$ cat src/rtl/stcf_pkg.sv
// stcf_pkg: shared types, widths and helpers for the STCF job dispatcher.
// Used by stcf_table_ram, stcf_scan and stcf_job_dispatcher. No dependencies.
`default_nettype none

package stcf_pkg;

  localparam int MAX_JOBS = 16;
  localparam int IDX_W    = (MAX_JOBS > 1) ? $clog2(MAX_JOBS) : 1;
  localparam int CNT_W    = $clog2(MAX_JOBS + 1);
  localparam int LEN_W    = 16;
  localparam int CLK_W    = 24;
  localparam int JIDX_W   = 4;

  localparam logic [LEN_W-1:0] SLICE_RESET = LEN_W'(10);

  localparam logic FUNC_LOAD     = 1'b0;
  localparam logic FUNC_DISPATCH = 1'b1;

  typedef enum logic [1:0] {
    STAT_OK        = 2'd0,
    STAT_FULL      = 2'd1,
    STAT_IDLE_TICK = 2'd2,
    STAT_DONE      = 2'd3
  } status_t;

  typedef struct packed {
    logic             func;
    logic [LEN_W-1:0] arrival_time;
    logic [LEN_W-1:0] job_length;
  } job_in_t;

  typedef struct packed {
    status_t           status;
    logic [CLK_W-1:0]  start_time;
    logic [JIDX_W-1:0] job_index;
    logic [LEN_W-1:0]  ran_for;
    logic              job_finished;
    logic [CLK_W-1:0]  response_time;
    logic [CLK_W-1:0]  wait_time;
    logic [CLK_W-1:0]  turnaround_time;
  } job_out_t;

  // One job table row; all fields live in a single memory word.
  typedef struct packed {
    logic [LEN_W-1:0] arrival;
    logic [LEN_W-1:0] remaining;
    logic [CLK_W-1:0] response;
    logic [CLK_W-1:0] wait_acc;
    logic [CLK_W-1:0] last_end;
    logic             started;
  } entry_t;

  // Scan control from the sequencer.
  typedef struct packed {
    logic             start;
    logic             hit;
    logic [IDX_W-1:0] idx;
  } scan_ctl_t;

  // Scan outcome back to the sequencer.
  typedef struct packed {
    logic             any_left;
    logic             have_pick;
    logic [IDX_W-1:0] best_idx;
    entry_t           best;
  } scan_res_t;

  function automatic logic [CLK_W-1:0] add_sat(input logic [CLK_W-1:0] a,
                                               input logic [CLK_W-1:0] b);
    logic [CLK_W:0] s;
    s = {1'b0, a} + {1'b0, b};
    return s[CLK_W] ? {CLK_W{1'b1}} : s[CLK_W-1:0];
  endfunction

endpackage

`default_nettype wire

$ cat src/rtl/stcf_table_ram.sv
// stcf_table_ram: job table, one row per job, one write and one read port.
// Read data is registered and appears the cycle after raddr. Depends on stcf_pkg.
`default_nettype none

module stcf_table_ram
  import stcf_pkg::*;
(
  input  wire logic             clk,
  input  wire logic             we,
  input  wire logic [IDX_W-1:0] waddr,
  input  wire entry_t           wdata,
  input  wire logic [IDX_W-1:0] raddr,
  output entry_t                rdata
);

  entry_t mem [MAX_JOBS];

  always_ff @(posedge clk) begin
    if (we) begin
      mem[waddr] <= wdata;
    end
  end

  always_ff @(posedge clk) begin
    rdata <= mem[raddr];
  end

endmodule

`default_nettype wire

$ cat src/rtl/stcf_scan.sv
// stcf_scan: walks the table read stream, tracks pending work and the
// shortest arrived job. Depends on stcf_pkg.
`default_nettype none

module stcf_scan
  import stcf_pkg::*;
(
  input  wire logic             clk,
  input  wire logic             rst,
  input  wire scan_ctl_t        ctl,
  input  wire entry_t           rdata,
  input  wire logic [CLK_W-1:0] cur_clock,
  output scan_res_t             res
);

  logic             any_left;
  logic             have_pick;
  logic             stopped;
  logic [IDX_W-1:0] best_idx;
  entry_t           best;

  logic not_arrived;
  logic better;

  assign not_arrived = CLK_W'(rdata.arrival) > cur_clock;
  assign better      = (rdata.remaining != '0) &&
                       (!have_pick || (rdata.remaining < best.remaining));

  always_ff @(posedge clk) begin
    if (rst) begin
      any_left  <= 1'b0;
      have_pick <= 1'b0;
      stopped   <= 1'b0;
    end else if (ctl.start) begin
      any_left  <= 1'b0;
      have_pick <= 1'b0;
      stopped   <= 1'b0;
    end else if (ctl.hit) begin
      if (rdata.remaining != '0) begin
        any_left <= 1'b1;
      end
      // scan for a pick ends at the first job still in the future
      if (!stopped) begin
        if (not_arrived) begin
          stopped <= 1'b1;
        end else if (better) begin
          have_pick <= 1'b1;
        end
      end
    end
  end

  always_ff @(posedge clk) begin
    if (ctl.hit && !ctl.start && !stopped && !not_arrived && better) begin
      best     <= rdata;
      best_idx <= ctl.idx;
    end
  end

  assign res.any_left  = any_left;
  assign res.have_pick = have_pick;
  assign res.best_idx  = best_idx;
  assign res.best      = best;

endmodule

`default_nettype wire

$ cat src/rtl/stcf_job_dispatcher.sv
// stcf_job_dispatcher: top level of the shortest-remaining-time dispatcher.
// Depends on stcf_pkg, stcf_table_ram, stcf_scan.
`default_nettype none

//  channel | dir | handshake                 | word
//  --------+-----+---------------------------+------------------------------
//  cmd     | in  | cmd_valid / cmd_stall     | job_in_t: func, arrival, length
//  rsp     | out | rsp_valid / rsp_stall     | job_out_t: one result per cmd
//  slice   | in  | slice_valid / slice_ready | time_slice register, 16 bit
//
//  A load passes through S_LOAD and S_EMIT. A dispatch reads the table in S_SCAN:
//  one table row is read per cycle over the single read port of the table
//  memory, then the chosen row, held by the scan, is updated in S_CALC and
//  written back in S_WRITE before S_EMIT. An empty table or an idle tick
//  goes from S_SCAN straight to S_EMIT.
//  Reset (rst, synchronous) empties the table, zeroes the clock and sets the
//  slice to 10. The table memory itself is not cleared; only loaded rows are read.
//  rsp has an output register: a held result does not block the next cmd,
//  only the emission of the following result.

module stcf_job_dispatcher
  import stcf_pkg::*;
(
  input  wire logic             clk,
  input  wire logic             rst,
  input  wire logic             cmd_valid,
  output logic                  cmd_stall,
  input  wire job_in_t          cmd,
  output logic                  rsp_valid,
  input  wire logic             rsp_stall,
  output job_out_t              rsp,
  input  wire logic             slice_valid,
  output logic                  slice_ready,
  input  wire logic [LEN_W-1:0] slice_data
);

  typedef enum logic [2:0] {
    S_IDLE,
    S_LOAD,
    S_SCAN,
    S_CALC,
    S_WRITE,
    S_EMIT
  } state_t;

  state_t           state;
  logic [CNT_W-1:0] job_count;
  logic [CLK_W-1:0] current_clock;
  logic [LEN_W-1:0] time_slice;
  job_in_t          cmd_reg;
  logic [CNT_W-1:0] rd_idx;
  logic             rd_pend;
  logic [IDX_W-1:0] rd_pend_idx;
  job_out_t         hold;

  // registered by S_CALC
  logic [LEN_W-1:0] run;
  logic [CLK_W-1:0] end_time;
  logic [CLK_W-1:0] first_resp;
  logic [CLK_W-1:0] gap;

  // memory and scan hookup
  logic             mem_we;
  logic [IDX_W-1:0] mem_waddr;
  entry_t           mem_wdata;
  entry_t           mem_rdata;
  scan_ctl_t        sctl;
  scan_res_t        sres;

  logic cmd_acc;
  logic rsp_free;
  logic rd_more;

  // S_CALC datapath
  logic [LEN_W-1:0] slice_eff;
  logic [LEN_W-1:0] run_c;
  logic [CLK_W-1:0] end_c;
  logic [CLK_W-1:0] resp_c;
  logic [CLK_W-1:0] gap_c;

  // S_WRITE datapath
  entry_t           upd;
  logic             fin;

  assign cmd_stall   = (state != S_IDLE);
  assign cmd_acc     = cmd_valid && !cmd_stall;
  assign rsp_free    = !rsp_valid || !rsp_stall;
  assign slice_ready = 1'b1;
  assign rd_more     = (rd_idx < job_count);

  always_comb begin
    slice_eff = (time_slice == '0) ? LEN_W'(1) : time_slice;
    run_c     = (sres.best.remaining < slice_eff) ? sres.best.remaining : slice_eff;
    end_c     = add_sat(current_clock, CLK_W'(run_c));
    resp_c    = current_clock - CLK_W'(sres.best.arrival);
    gap_c     = (current_clock >= sres.best.last_end) ?
                (current_clock - sres.best.last_end) : '0;
  end

  always_comb begin
    upd           = sres.best;
    upd.remaining = sres.best.remaining - run;
    upd.last_end  = end_time;
    upd.started   = 1'b1;
    if (sres.best.started) begin
      upd.wait_acc = add_sat(sres.best.wait_acc, gap);
    end else begin
      upd.response = first_resp;
      upd.wait_acc = first_resp;
    end
    fin = (upd.remaining == '0);
  end

  // table write: append on load, write-back on dispatch
  always_comb begin
    mem_we    = 1'b0;
    mem_waddr = sres.best_idx;
    mem_wdata = upd;
    if (state == S_LOAD) begin
      mem_we             = (job_count != CNT_W'(MAX_JOBS));
      mem_waddr          = job_count[IDX_W-1:0];
      mem_wdata          = '0;
      mem_wdata.arrival  = cmd_reg.arrival_time;
      mem_wdata.remaining = cmd_reg.job_length;
    end else if (state == S_WRITE) begin
      mem_we = 1'b1;
    end
  end

  assign sctl.start = cmd_acc;
  assign sctl.hit   = rd_pend;
  assign sctl.idx   = rd_pend_idx;

  stcf_table_ram u_ram (
    .clk   (clk),
    .we    (mem_we),
    .waddr (mem_waddr),
    .wdata (mem_wdata),
    .raddr (rd_idx[IDX_W-1:0]),
    .rdata (mem_rdata)
  );

  stcf_scan u_scan (
    .clk       (clk),
    .rst       (rst),
    .ctl       (sctl),
    .rdata     (mem_rdata),
    .cur_clock (current_clock),
    .res       (sres)
  );

  always_ff @(posedge clk) begin
    if (rst) begin
      state         <= S_IDLE;
      job_count     <= '0;
      current_clock <= '0;
      time_slice    <= SLICE_RESET;
      rd_idx        <= '0;
      rd_pend       <= 1'b0;
      rsp_valid     <= 1'b0;
    end else begin
      if (slice_valid && slice_ready) begin
        time_slice <= slice_data;
      end
      // new word goes out when the output register is free
      if (state == S_EMIT && rsp_free) begin
        rsp_valid <= 1'b1;
      end else if (rsp_valid && !rsp_stall) begin
        rsp_valid <= 1'b0;
      end

      unique case (state)
        S_IDLE: begin
          if (cmd_acc) begin
            cmd_reg <= cmd;
            hold    <= '0;
            rd_idx  <= '0;
            rd_pend <= 1'b0;
            if (cmd.func == FUNC_LOAD) begin
              state <= S_LOAD;
            end else begin
              state <= S_SCAN;
            end
          end
        end

        S_LOAD: begin
          if (job_count == CNT_W'(MAX_JOBS)) begin
            hold.status <= STAT_FULL;
          end else begin
            hold.status    <= STAT_OK;
            hold.job_index <= JIDX_W'(job_count[IDX_W-1:0]);
            job_count      <= job_count + CNT_W'(1);
          end
          state <= S_EMIT;
        end

        S_SCAN: begin
          if (rd_more) begin
            rd_idx      <= rd_idx + CNT_W'(1);
            rd_pend     <= 1'b1;
            rd_pend_idx <= rd_idx[IDX_W-1:0];
          end else begin
            rd_pend <= 1'b0;
            if (!rd_pend) begin
              if (!sres.any_left) begin
                hold.status <= STAT_DONE;
                state       <= S_EMIT;
              end else if (!sres.have_pick) begin
                hold.status     <= STAT_IDLE_TICK;
                hold.start_time <= current_clock;
                current_clock   <= add_sat(current_clock, CLK_W'(1));
                state           <= S_EMIT;
              end else begin
                state <= S_CALC;
              end
            end
          end
        end

        S_CALC: begin
          run        <= run_c;
          end_time   <= end_c;
          first_resp <= resp_c;
          gap        <= gap_c;
          state      <= S_WRITE;
        end

        S_WRITE: begin
          hold.status        <= STAT_OK;
          hold.start_time    <= current_clock;
          hold.job_index     <= JIDX_W'(sres.best_idx);
          hold.ran_for       <= run;
          hold.job_finished  <= fin;
          hold.response_time <= upd.response;
          hold.wait_time     <= upd.wait_acc;
          hold.turnaround_time <= fin ? (end_time - CLK_W'(sres.best.arrival)) : '0;
          current_clock      <= end_time;
          state              <= S_EMIT;
        end

        S_EMIT: begin
          if (rsp_free) begin
            rsp   <= hold;
            state <= S_IDLE;
          end
        end

        default: begin
          state <= S_IDLE;
        end
      endcase
    end
  end

  // table never grows past its depth
  a_count_bound: assert property (@(posedge clk) disable iff (rst)
    job_count <= CNT_W'(MAX_JOBS))
    else $error("job_count beyond table depth");

  // the clock only moves forward between resets
  a_clock_mono: assert property (@(posedge clk) disable iff (rst)
    !$past(rst) |-> current_clock >= $past(current_clock))
    else $error("dispatch clock went backward");

  // a run is only computed for a loaded job with work left
  a_pick_valid: assert property (@(posedge clk) disable iff (rst)
    state == S_CALC |-> (sres.best.remaining != '0) &&
                        (CNT_W'(sres.best_idx) < job_count))
    else $error("picked job not runnable");

  // a write-back always consumes at least one tick of work
  a_run_nonzero: assert property (@(posedge clk) disable iff (rst)
    state == S_WRITE |-> run != '0)
    else $error("zero-length run");

endmodule

`default_nettype wire

$ cat config.mk
export PLATFORM = sky130hd
export DESIGN_NAME = stcf_job_dispatcher
export DESIGN_NICKNAME = d
export VERILOG_FILES = /design/src/rtl/stcf_pkg.sv /design/src/rtl/stcf_table_ram.sv /design/src/rtl/stcf_scan.sv /design/src/rtl/stcf_job_dispatcher.sv
export SDC_FILE = /design/constraint.sdc
export NUM_CORES = 2
export LEC_CHECK = 0
export BUFFER_PORTS_ARGS = -buffer_cell sky130_fd_sc_hd__buf_4
export CORE_MARGIN = 2
export CORE_UTILIZATION = 59
export CTS_BUF_LIST = sky130_fd_sc_hd__clkbuf_8
export DETAILED_ROUTE_END_ITERATION = 10
export GPL_TIMING_DRIVEN = 0
export MAX_ROUTING_LAYER = met4
export PLACE_DENSITY = 0.79
export RECOVER_POWER = 50
export SLEW_MARGIN = 10
export SYNTH_ARGS = -nofsm -noshare
export SYNTH_HDL_FRONTEND = slang
export SYNTH_SLANG_ARGS = --single-unit
$ cat constraint.sdc
create_clock -name clk -period 10.7 [get_ports clk]
set_input_delay 1.07 -clock clk [delete_from_list [all_inputs] [get_ports clk]]
set_output_delay 1.07 -clock clk [all_outputs]
set_load 0.02 [all_outputs]
==> flow_summary.toml <==
[power_and_ir_drop]
pwr-share-seq_pct = 52.2
pwr-share-comb_pct = 15.4
p_int_uw = 16300
p_clk_share_pct = 32.5
cellLeakagePower_uw = 0.0343
p_sw_uw = 6240
p_sw_share_pct = 27.6
irDropWorstVdd_v = 0.000152
powerDensity_nw_per_um2 = 217

[layout]
final_common_cell = "edfxtp_1"
largest_reg_flops = 1680
top_regs = "u_ram.mem x1680, hold x119, rsp x119"
regMostFlops = "u_ram.mem"
area_growth_pct = 13.8
final_cells = 7792
drive_above_1_share_pct = 21.2
final_cell_mix = "edfxtp_1, mux4_2, clkbuf_8, clkbuf_1, inv_1"
fin_area_um2 = 104000
final_nets = 5670

[timing]
fin_setup_tns_ns = 0
fmax_mhz = 153
tightest_slew_ns = 2.63
timing.final.ws_setup_ns = 4.15
report.final.slew_viol_count = 556
hold_viol = 0
period_share_pct = 61.2
worst_clock_skew_ns = 0.0751
rsz0062_at_grt = "false"
max-slew-margin-rel_pct = -75.4
setup_viol = 0
period_minus_slack_ns = 6.55

[clock_tree]
cts_root_buf = "clkbuf_8"
h-tree-depth = 5
clk_latency_ns = 1.08
cts_resized = 0
cts_buffers = 369
cts_tree = "yes"
hold_buffers = 0
clockBufferDepth = 4
path_clk_slew_ns = 0.06
clock_sinks = 2314
cts_setup_buffers = 0

[synth]
yosysTopAreaCell = "edfxtp_1"
ys_types = 90
syn_area_um2 = 91600
yosysTopAreaCellShare_pct = 70.5
syn_inst = 4766
synth_warnings = 0
synth_ff_type = "edfxtp_1"
syn_nets = 4992
synth_area_leaders = "edfxtp_1, mux4_2, dfxtp_1"
synth_area_per_cell_um2 = 19.2
ys_seq_area_share_pct = 74.1
synth_edf_count = 2151
async_flop_share_pct = 0
ys_ff_latch = 2314

[die]
num_rows = 144
die_h_um = 398
ioPinCount = 176
core_area_um2 = 154000
initial_core_util_pct = 59.4
die_x_um = 398
dieArea_um2 = 158000

[setup_path]
crit_arrival_ns = 7.16
startpoint_type = "register"
path_max_fanout = 28
max_stage_delay_ns = 1.68
cp_slowest_cell = "a21oi_1"
crit_family = "buffers and inverters"
critical_path_required_ns = 11.31
criticalPathCategory = "register to register"
critPathBufInv = 5
crit_path_cell_trace = "clkbuf_1 > nand2_1 > clkbuf_1 > clkbuf_1 > a21oi_1 > clkbuf_1 > clkbuf_1"
end_kind = "register"
cp_common_cell = "clkbuf_1"

[drt]
drc_errors = 0
first_pass_iters = 8
routedWlPerCell_um = 32.5
drt-initial-drc-count = 7891
vias = 51700
ant_nets = 0
viasPerCell = 6.64
routed_wl_um = 253000

[job]
max_cap_violations = 37

[grt]
grt_first_pass_wirelength_um = 356000
antenna_found_initial = 12
grt_max_degree = 37
grt_pass1_vias = 50700
track_usage_pct = 33.1
grt_overflow = 0

[place]
dpl.hpwl_um = 169000
dp.cells = 7109
dpl-instance-area_um2 = 98300
pre_cts_ws_ns = 4.96
routabilityCongestion = 0.972
port_buffers = 173

[status]
violations = "capacitance limit, slew limit"
status = "complete, but fails checks"

[min_path]
hp-class = "input pin to register"
## synth_stat cells (47+ instances only)
| cell | n |
|---|---|
| ha_1 | 166 |
| o21ai_0 | 129 |
| mux2i_1 | 59 |
| mux4_2 | 525 |
| a21o_1 | 52 |
| inv_1 | 141 |
| xnor2_1 | 48 |
| clkbuf_1 | 145 |
| dfxtp_1 | 163 |
| nor3_1 | 87 |
| a21oi_1 | 111 |
| nor2_1 | 255 |
| xor2_1 | 47 |
| edfxtp_1 | 2151 |
| nand2_1 | 155 |
## layout make-up
class                   instances  area, µm²
multi-input cells            2109      22500
clock buffers                 410       5640
plain buffers                 201        783
diodes                         12       30.0
clock inverters               253       1500
well taps                    2044       2560
flip-flops and latches       2314      67900
inverters                     142        533
fillers                      9645      49900
repair buffers                307       2840
## metal layers
| metal | GRT usage, % | vias up | wire length, µm |
|---|---|---|---|
| li1 | - | 20800 | - |
| met1 | 43.7 | 26200 | 90000 |
| met2 | 48.7 | 3957 | 116000 |
| met3 | 8.82 | 770 | 32500 |
| met4 | 15.6 | 0 | 14200 |
| met5 | - | - | 0 |
## logic make-up (layout without fill, tap and decap cells)
logic type               Yosys count  in the layout  synth area share [%]
other                              1             13               0.00409
buffers and inverters            343           1313                  1.44
XOR/XNOR                          95             95                 0.908
multiplexers                     586            586                  13.6
adder cells (fa/ha/maj)          172            172                  2.40
flip-flops                      2314           2314                  74.1
AO/OA/AOI/OAI                    520            520                  3.78
AND/OR/NAND/NOR                  735            735                  3.83
## through the flow
stage | power (µW) | hold slack, ns | utilization [%]
after CTS | 22700 | 0.0947 | 68.4
after global routing | 23200 | 0.154 | 67.6
after detailed placement | 15400 | 0.389 | 63.7
after global placement | 15200 | 0.386 | 61.9
after floorplan | 13800 | 0.386 | -
final | 22600 | 0.199 | 67.6
## power by group through the flow
stage	Clock, µW	Sequential (µW)	Combinational, µW
CTS	7390	11800	3510
floorplan	0	11900	1950
global placement	0	12100	3090
global route	7780	11800	3650
finish	7330	11800	3470
detailed placement	0	11900	3490
## final timing paths
kind / from / end / slack, ns / depth (start not counted)
max reg2reg: state[2]$_SDFFE_PP0P_ / hold[26]$_SDFFCE_PN0P_ / 4.15 / 7
max: state[2]$_SDFFE_PP0P_ / hold[26]$_SDFFCE_PN0P_ / 4.15 / 7
min: cmd[5] / cmd_reg[5]$_DFFE_PP_ / 0.20 / 1
min reg2reg: u_ram.rdata[61]$_DFF_P_ / u_scan.res[61]$_DFFE_PP_ / 0.39 / 0
Note: power is estimated with default switching activity, not from simulation.
